===== src/hdl/assert_macros.svh =====
// Assertion macros shared by the hash RTL.
`ifndef ASSERT_MACROS_SVH
`define ASSERT_MACROS_SVH

// Same-cycle implication, sampled on clk and quiet during rst.
`define CHK_IMPL(label, ante, cons, msg) \
  label: assert property (@(posedge clk) disable iff (rst) (ante) |-> (cons)) \
    else $error(msg);

// Next-cycle implication, sampled on clk and quiet during rst.
`define CHK_NEXT(label, ante, cons, msg) \
  label: assert property (@(posedge clk) disable iff (rst) (ante) |=> (cons)) \
    else $error(msg);

`endif


===== src/hdl/sha1sh_pkg.sv =====
// Types and constants for the streaming SHA-1 hash block.
package sha1sh_pkg;

  localparam int CHAIN_WORDS = 5;
  localparam int BLOCK_WORDS = 16;
  localparam int ADDR_W      = 4;

  localparam logic [2:0] LAST_WORD = 3'd4;

  // Core cycle counter: fetch 0..15, rounds on 1..80, chaining add on 81.
  localparam logic [6:0] CYC_FETCH_END = 7'd16;
  localparam logic [6:0] CYC_LAST_LOAD = 7'd16;
  localparam logic [6:0] CYC_K0_END    = 7'd20;
  localparam logic [6:0] CYC_K1_END    = 7'd40;
  localparam logic [6:0] CYC_K2_END    = 7'd60;
  localparam logic [6:0] CYC_DONE      = 7'd81;

  localparam logic [31:0] K0 = 32'h5A827999;
  localparam logic [31:0] K1 = 32'h6ED9EBA1;
  localparam logic [31:0] K2 = 32'h8F1BBCDC;
  localparam logic [31:0] K3 = 32'hCA62C1D6;

  localparam logic [7:0] PAD_MARK = 8'h80;
  localparam logic [5:0] LEN_POS  = 6'd56;
  localparam logic [5:0] LAST_POS = 6'd63;

  typedef logic [CHAIN_WORDS-1:0][31:0] chain_t;

  localparam chain_t IV = {32'hC3D2E1F0, 32'h10325476, 32'h98BADCFE,
                           32'hEFCDAB89, 32'h67452301};

  typedef struct packed {
    logic [7:0] msg_byte;
    logic       byte_valid;
    logic       end_of_message;
  } msg_t;

  typedef struct packed {
    logic [31:0] digest_word;
    logic [2:0]  word_index;
    logic        digest_last;
  } digest_t;

  typedef struct packed {
    logic start;
    logic iv_load;
  } core_ctl_t;

  typedef struct packed {
    logic busy;
    logic done;
  } core_sts_t;

endpackage


===== src/hdl/sha1sh_msg_ram.sv =====
// Message block store: 16 x 32-bit words, one write and one registered read port.
module sha1sh_msg_ram (
  input  logic                           clk,
  input  logic                           wr_en,
  input  logic [sha1sh_pkg::ADDR_W-1:0]  wr_addr,
  input  logic [31:0]                    wr_data,
  input  logic                           rd_en,
  input  logic [sha1sh_pkg::ADDR_W-1:0]  rd_addr,
  output logic [31:0]                    rd_data
);

  logic [31:0] mem [sha1sh_pkg::BLOCK_WORDS];

  always_ff @(posedge clk) begin
    if (wr_en) begin
      mem[wr_addr] <= wr_data;
    end
  end

  always_ff @(posedge clk) begin
    if (rd_en) begin
      rd_data <= mem[rd_addr];
    end
  end

endmodule


===== src/hdl/sha1sh_core.sv =====
// SHA-1 compression: fetches the block from the store, runs 80 rounds, adds into the chain.
`include "assert_macros.svh"

module sha1sh_core (
  input  logic                           clk,
  input  logic                           rst,
  input  sha1sh_pkg::core_ctl_t          ctl,
  output sha1sh_pkg::core_sts_t          sts,
  output logic                           rd_en,
  output logic [sha1sh_pkg::ADDR_W-1:0]  rd_addr,
  input  logic [31:0]                    rd_data,
  output sha1sh_pkg::chain_t             chain
);

  logic        busy;
  logic [6:0]  cyc;
  logic [31:0] a, b, c, d, e;
  logic [31:0] w [sha1sh_pkg::BLOCK_WORDS];

  logic [31:0] f, k, x, sched, tmp;
  logic        round_en, done;

  assign rd_en   = busy && (cyc < sha1sh_pkg::CYC_FETCH_END);
  assign rd_addr = cyc[sha1sh_pkg::ADDR_W-1:0];

  assign round_en = busy && (cyc != 7'd0) && (cyc != sha1sh_pkg::CYC_DONE);
  assign done     = busy && (cyc == sha1sh_pkg::CYC_DONE);

  assign sts.busy = busy;
  assign sts.done = done;

  // w[15] is the newest schedule word, w[0] the one sixteen rounds back
  always_comb begin
    sched = w[13] ^ w[8] ^ w[2] ^ w[0];
    if (cyc <= sha1sh_pkg::CYC_LAST_LOAD) begin
      x = rd_data;
    end else begin
      x = {sched[30:0], sched[31]};
    end
    if (cyc <= sha1sh_pkg::CYC_K0_END) begin
      f = (b & c) | (~b & d);
      k = sha1sh_pkg::K0;
    end else if (cyc <= sha1sh_pkg::CYC_K1_END) begin
      f = b ^ c ^ d;
      k = sha1sh_pkg::K1;
    end else if (cyc <= sha1sh_pkg::CYC_K2_END) begin
      f = (b & c) | (b & d) | (c & d);
      k = sha1sh_pkg::K2;
    end else begin
      f = b ^ c ^ d;
      k = sha1sh_pkg::K3;
    end
    tmp = {a[26:0], a[31:27]} + f + e + k + x;
  end

  always_ff @(posedge clk) begin
    if (rst) begin
      busy <= 1'b0;
      cyc  <= 7'd0;
    end else if (ctl.start) begin
      busy <= 1'b1;
      cyc  <= 7'd0;
    end else if (busy) begin
      cyc <= cyc + 7'd1;
      if (done) begin
        busy <= 1'b0;
      end
    end
  end

  always_ff @(posedge clk) begin
    if (ctl.start) begin
      a <= chain[0];
      b <= chain[1];
      c <= chain[2];
      d <= chain[3];
      e <= chain[4];
    end else if (round_en) begin
      a <= tmp;
      b <= a;
      c <= {b[1:0], b[31:2]};
      d <= c;
      e <= d;
    end
  end

  always_ff @(posedge clk) begin
    if (round_en) begin
      for (int i = 0; i < sha1sh_pkg::BLOCK_WORDS - 1; i++) begin
        w[i] <= w[i+1];
      end
      w[sha1sh_pkg::BLOCK_WORDS-1] <= x;
    end
  end

  always_ff @(posedge clk) begin
    if (rst || ctl.iv_load) begin
      chain <= sha1sh_pkg::IV;
    end else if (done) begin
      chain[0] <= chain[0] + a;
      chain[1] <= chain[1] + b;
      chain[2] <= chain[2] + c;
      chain[3] <= chain[3] + d;
      chain[4] <= chain[4] + e;
    end
  end

  `CHK_IMPL(a_start_idle, ctl.start, !busy, "compression started while busy")
  `CHK_NEXT(a_start_runs, ctl.start, busy && (cyc == 7'd0), "start did not launch a run")

endmodule


===== src/hdl/sha1_stream_hash.sv =====
// Streaming SHA-1 top level: byte packing, padding, compression control, digest output.
// Message bytes go in at 1 byte a cycle, held off while each block's compression runs
// (16-word fetch from the block store overlapped with 80 rounds, plus the chaining add).
// Close: padding goes in at 1 byte a cycle with the same compressions, then the five
// digest words leave through an output register, one per cycle when taken.
// Reset clears control and loads the IV; the block store is not cleared.
`include "assert_macros.svh"

module sha1_stream_hash (
  input  logic                clk,
  input  logic                rst,
  input  sha1sh_pkg::msg_t    msg,
  input  logic                msg_valid,
  output logic                msg_ready,
  output sha1sh_pkg::digest_t digest,
  output logic                digest_valid,
  input  logic                digest_ready
);

  localparam logic [1:0] S_IN   = 2'd0;
  localparam logic [1:0] S_PAD  = 2'd1;
  localparam logic [1:0] S_WAIT = 2'd2;
  localparam logic [1:0] S_OUT  = 2'd3;

  localparam logic [1:0] PH_MARK = 2'd0;
  localparam logic [1:0] PH_ZERO = 2'd1;
  localparam logic [1:0] PH_LEN  = 2'd2;

  logic [1:0]  state;
  logic [1:0]  ret_state;
  logic [1:0]  ph;
  logic [5:0]  pos;
  logic [63:0] bit_length;
  logic [63:0] len_snap;
  logic [23:0] pack;
  logic [2:0]  idx;

  logic        accept, put_en, sel_len, load;
  logic [7:0]  put_byte;
  logic [7:0]  len_byte;
  logic [7:0][7:0] len_bytes;

  logic                          wr_en;
  logic [sha1sh_pkg::ADDR_W-1:0] wr_addr;
  logic [31:0]                   wr_data;
  logic                          rd_en;
  logic [sha1sh_pkg::ADDR_W-1:0] rd_addr;
  logic [31:0]                   rd_data;

  sha1sh_pkg::core_ctl_t core_ctl;
  sha1sh_pkg::core_sts_t core_sts;
  sha1sh_pkg::chain_t    chain;

  assign msg_ready = (state == S_IN);
  assign accept    = msg_valid && msg_ready;

  // length goes out big-endian: byte 0 of the trailer is bits 63:56
  assign len_bytes = len_snap;
  assign len_byte  = len_bytes[~pos[2:0]];
  assign sel_len   = (ph == PH_LEN) || ((ph == PH_ZERO) && (pos == sha1sh_pkg::LEN_POS));

  always_comb begin
    put_en   = 1'b0;
    put_byte = 8'h00;
    unique case (state)
      S_IN: begin
        put_en   = accept && msg.byte_valid;
        put_byte = msg.msg_byte;
      end
      S_PAD: begin
        put_en = 1'b1;
        if (ph == PH_MARK) begin
          put_byte = sha1sh_pkg::PAD_MARK;
        end else if (sel_len) begin
          put_byte = len_byte;
        end
      end
      default: begin
      end
    endcase
  end

  assign wr_en   = put_en && (pos[1:0] == 2'b11);
  assign wr_addr = pos[5:2];
  assign wr_data = {pack, put_byte};

  assign load = (state == S_OUT) && (!digest_valid || digest_ready);

  assign core_ctl.start   = put_en && (pos == sha1sh_pkg::LAST_POS);
  assign core_ctl.iv_load = load && (idx == sha1sh_pkg::LAST_WORD);

  always_ff @(posedge clk) begin
    if (put_en) begin
      pack <= {pack[15:0], put_byte};
    end
  end

  always_ff @(posedge clk) begin
    if (rst) begin
      state      <= S_IN;
      ret_state  <= S_IN;
      ph         <= PH_MARK;
      pos        <= 6'd0;
      bit_length <= 64'd0;
      idx        <= 3'd0;
    end else begin
      if (put_en) begin
        pos <= pos + 6'd1;
      end
      unique case (state)
        S_IN: begin
          if (accept) begin
            if (msg.byte_valid) begin
              bit_length <= bit_length + 64'd8;
            end
            if (msg.end_of_message) begin
              len_snap   <= bit_length + (msg.byte_valid ? 64'd8 : 64'd0);
              bit_length <= 64'd0;
              ph         <= PH_MARK;
            end
            if (core_ctl.start) begin
              state     <= S_WAIT;
              ret_state <= msg.end_of_message ? S_PAD : S_IN;
            end else if (msg.end_of_message) begin
              state <= S_PAD;
            end
          end
        end
        S_PAD: begin
          if (ph == PH_MARK) begin
            ph <= PH_ZERO;
          end else if (sel_len) begin
            ph <= PH_LEN;
          end
          if (core_ctl.start) begin
            state     <= S_WAIT;
            ret_state <= sel_len ? S_OUT : S_PAD;
          end
        end
        S_WAIT: begin
          if (core_sts.done) begin
            state <= ret_state;
            idx   <= 3'd0;
          end
        end
        S_OUT: begin
          if (load) begin
            idx <= idx + 3'd1;
            if (idx == sha1sh_pkg::LAST_WORD) begin
              state <= S_IN;
            end
          end
        end
        default: begin
          state <= S_IN;
        end
      endcase
    end
  end

  always_ff @(posedge clk) begin
    if (rst) begin
      digest_valid <= 1'b0;
    end else if (load) begin
      digest_valid <= 1'b1;
    end else if (digest_ready) begin
      digest_valid <= 1'b0;
    end
  end

  always_ff @(posedge clk) begin
    if (load) begin
      digest.digest_word <= chain[idx];
      digest.word_index  <= idx;
      digest.digest_last <= (idx == sha1sh_pkg::LAST_WORD);
    end
  end

  sha1sh_msg_ram u_ram (
    .clk     (clk),
    .wr_en   (wr_en),
    .wr_addr (wr_addr),
    .wr_data (wr_data),
    .rd_en   (rd_en),
    .rd_addr (rd_addr),
    .rd_data (rd_data)
  );

  sha1sh_core u_core (
    .clk     (clk),
    .rst     (rst),
    .ctl     (core_ctl),
    .sts     (core_sts),
    .rd_en   (rd_en),
    .rd_addr (rd_addr),
    .rd_data (rd_data),
    .chain   (chain)
  );

  `CHK_NEXT(a_close_leaves_in, accept && msg.end_of_message, state != S_IN,
            "close word did not leave input state")
  `CHK_IMPL(a_last_index, digest_valid && digest.digest_last,
            digest.word_index == sha1sh_pkg::LAST_WORD, "last flag on wrong word")
  `CHK_IMPL(a_no_write_busy, core_sts.busy, !wr_en, "block store written during compression")

endmodule


===== config.mk =====
export PLATFORM = sky130hd
export DESIGN_NAME = sha1_stream_hash
export DESIGN_NICKNAME = d
export VERILOG_FILES = /design/src/hdl/sha1sh_pkg.sv /design/src/hdl/sha1sh_msg_ram.sv /design/src/hdl/sha1sh_core.sv /design/src/hdl/sha1_stream_hash.sv
export VERILOG_INCLUDE_DIRS = /design/src /design/src/hdl
export SDC_FILE = /design/constraint.sdc
export NUM_CORES = 2
export LEC_CHECK = 0
export BUFFER_PORTS_ARGS = -buffer_cell sky130_fd_sc_hd__clkbuf_2
export CORE_ASPECT_RATIO = 1.4
export CORE_MARGIN = 2
export CORE_UTILIZATION = 55
export DETAILED_ROUTE_END_ITERATION = 10
export PLACE_DENSITY_LB_ADDON = 0.05
export SYNTH_ARGS = -nofsm -noshare
export SYNTH_HDL_FRONTEND = slang
export SYNTH_SLANG_ARGS = --single-unit

===== constraint.sdc =====
create_clock -name clk -period 30.7 [get_ports clk]
set_input_delay 1.535 -clock clk [delete_from_list [all_inputs] [get_ports clk]]
set_output_delay 1.535 -clock clk [all_outputs]
set_load 0.05 [all_outputs]

==> flow_summary_export.csv <==
group,metric,value,unit
placed_design,pre_cts_slack,22250,ps
clock_network,clkSinkCount,1582,
placed_design,dp_hpwl,117,mm
synth,async_flop_share,0,
setup_path,required,31240,ps
floorplan,die_area,134000,um2
synth,synth_area,71900,um2
clock_network,cts_buffer_depth,3,
clock_network,cts_max_level,4,
synth,synth_fp_nets,5670,
drt,initialDrtViolationCount,3803,
min_path,holdPathEnd,"u_core.w[0][13]",
min_path,min_from,"u_core.w[0][45]",
drt,avgViaCountPerCell,5.87,
power,ir_worst_vdd,0.0000560,V
setup_path,rrSetupSlack,22250,ps
setup_path,end_kind,"flop",
synth,synthFlopType,"edfxtp_1",
sta,final-setup-viol-count,0,
synth,seq_area_frac_synth,0.626,
global_routing,grt_pass1_vias,42884,
setup_path,critical_path_class,"flop to flop",
sta,min_period,8450,ps
clock_network,cts-resized-gates,0,
clock_network,cts_buffers,153,
drt,wl_per_cell,24.4,um
global_routing,grt_max_degree,209,
power,leakagePower,0.0280,uW
drt,drt_drc_violations_left,0,
floorplan,row_count,157,
floorplan,dieWidth,310,um
setup_path,rr_worst_depth,27,
setup_path,path_max_fanout,28,
setup_path,r2r_end,"u_core.a[28]",
sta,slew_viol_final,0,
cells_and_area,nNetsFinal,5736,
drt,drt-total-wl,178,mm
clock_network,cts_tree,"done",
clock_network,insertion_delay,830,ps
cells_and_area,antennaDiodeCount,0,
job,drv_cap,0,
clock_network,post-cts-setup-buffer-count,0,
cells_and_area,area_growth,10.4,%
floorplan,pin_count,52,
min_path,min_path_cells,0,
cells_and_area,final_cell_area,79400,um2
global_routing,gr-total-overflow,0,
global_routing,grt.total_usage,0.270,
placed_design,place_inst,6987,
sta,slew_headroom,0.238,
clock_network,clkTransAtPathRegs,60,ps
placed_design,placedInstanceArea,74400,um2
placed_design,portBuffers,51,
synth,syn-instance-count,5327,
cells_and_area,stdcell_count,7270,
sta,rsz0062_at_grt,"false",
run_status,run_status,"finished, final reports clean",
sta,hold_viol_final,0,
floorplan,die_h,432,um
placed_design,routabilityCongestion,0.934,
synth,synth-seq-cells,1582,
drt,num_vias,42703,
cells_and_area,fill_cells,10121,
setup_path,cp.arrival,8990,ps
clock_network,ctsHoldBuffers,0,
clock_network,root_buffer,"clkbuf_16",
power,powerDensity,54.0,nW/um2
sta,hold_ws,403,ps
sta,fmaxAchievable,118,MHz
synth,syn_avg_cell_area,13.5,um2
synth,synth_cell_types,87,
synth,synth_edf_count,1337,
setup_path,startpoint_type,"flop",
synth,ys_warn_count,0,
global_routing,antenna_found_initial,5,
drt,firstDrtPassIters,7,
setup_path,reg2reg_from,"u_core.cyc[0]",
cells_and_area,drive_gt1_frac,0.108,
floorplan,core-area,130000,um2
drt,postRouteAntennaNets,0,
sta,worst_pin_slew,1140,ps
sta,tns,0,ps
sta,skew,40.3,ps
min_path,holdCritPathClass,"flop to flop",
sta,setup_slack,22250,ps
global_routing,grt_pass1_wl,267,mm
floorplan,initial_core_util,0.552,
sta,min_period_over_period,0.275,
cell usage after synthesis, types with 13 or more instances:
master | count | area [um2]
edfxtp_1 | 1337 | 40100
nand2_1 | 677 | 2540
nor2_1 | 322 | 1210
a21oi_1 | 314 | 1570
xnor2_1 | 248 | 2170
dfxtp_1 | 245 | 4900
inv_1 | 231 | 867
o21ai_0 | 213 | 1070
ha_1 | 210 | 2630
mux4_2 | 174 | 3920
clkbuf_1 | 156 | 586
xor2_1 | 124 | 1090
fa_1 | 119 | 2380
mux2i_1 | 106 | 1060
a21o_1 | 88 | 661
nand3_1 | 81 | 405
nor3_1 | 59 | 295
o211ai_1 | 53 | 398
and3_1 | 40 | 250
nand4_1 | 39 | 244
buf_1 | 35 | 131
o22ai_1 | 33 | 206
nor2b_1 | 31 | 194
nand2b_1 | 30 | 188
or3_1 | 30 | 188
a221o_1 | 29 | 290
a211oi_1 | 27 | 203
o21bai_1 | 27 | 203
buf_2 | 26 | 130
a31oi_1 | 21 | 131
o21a_1 | 19 | 143
and2_1 | 15 | 93.8
nor4_1 | 13 | 81.3
layer usage:
metal	routed length [um]	GRT usage	vias up
met5	0	0	-
met4	7030	0.107	0
met3	7580	0.0310	298
met2	90500	0.466	1098
met1	72400	0.347	21559
li1	-	-	19748
cells in the final DEF, fill, tap and decap left out, drive strengths merged, types with 19 or more instances in the layout:
master  netlist  routed
nand4        39      39
o211ai       53      53
clkinv        1      63
fa          119     119
dfxtp       245     245
edfxtp     1337    1337
nor2        323     323
a31oi        21      21
o22ai        33      33
a211oi       27      27
nor3         61      61
xnor2       248     248
a21o         88      88
buf          61      78
a221o        29      29
xor2        124     124
and3         40      40
nor2b        31      31
mux2i       106     106
o21ai       223     223
mux4        174     174
a21oi       315     315
o21bai       27      27
or3          30      30
inv         231     237
nand3        81      81
ha          210     210
o21a         19      19
nand2       677     677
clkbuf      157     243
nand2b       30      30
critical path: stages (launching register included):
cell,delay [ps]
dfxtp_4,490
or2_2,380
a21oi_1,180
o21a_1,520
inv_1,130
nand2_1,300
inv_1,260
nor2_1,410
buf_4,290
inv_1,100
buf_4,230
a221o_1,360
fa_1,510
fa_1,540
inv_1,60
fa_1,570
inv_1,60
ha_1,290
a21o_1,180
a21oi_1,290
o21ai_1,150
a32o_1,320
a311o_1,410
o41ai_4,320
o31ai_1,230
a311oi_2,320
xor2_1,170
o21ai_1,70
stage by stage:
stage	util	power [uW]
after floorplan	-	2390
after global placement	0.571	2410
after detailed placement	0.571	2410
after CTS	0.610	4330
after global routing	0.610	4410
final	0.610	4290
layout make-up:
cell class	count	area, um2	area share
inverters	232	878	0.0111
repair buffers	129	878	0.0111
multi-input cells	3295	25300	0.319
flip-flops and latches	1582	45100	0.567
clock inverters	91	1010	0.0127
clock buffers	192	4070	0.0512
well taps	1749	2190	0.0275
where the power goes:
part           switching (uW)  internal (uW)
logic                    25.4           8.74
registers                11.6           2320
clock network             832           1090
registers in the layout (all words and copies together), names as in the netlist:
signal and count:
u_core.b 32, idx 3, len_bytes 61, digest_valid 1, u_core.cyc 7, u_core.e 32, u_core.a 32, u_core.busy 1
ret_state 2, u_ram.mem 512, pos 6, u_core.chain 160, u_core.w 512, state 2, u_core.c 32, pack 24
ph 2, digest 36, u_ram.rd_data 32, u_core.d 32, bit_length 61
worst max path at each step:
stage               cells past startpoint  slack [ps]      endpoint          start
floorplan                              10       10330   u_core.a[0]  u_core.cyc[1]
global placement                       27       22440  u_core.a[28]  u_core.cyc[0]
detailed placement                     27       22250  u_core.a[28]  u_core.cyc[0]
CTS                                    27       22150  u_core.a[28]  u_core.cyc[0]
global route                           27       21740  u_core.a[28]  u_core.cyc[0]
finish                                 27       22250  u_core.a[28]  u_core.cyc[0]
cells by family after synthesis:
family / synth area share
buf+inv: 0.0240
compound gates: 0.0804
flops: 0.626
mux: 0.0702
fa+ha+maj: 0.0697
xor+xnor: 0.0453
simple gates: 0.0841
Note: power is estimated with default switching activity, not from simulation.
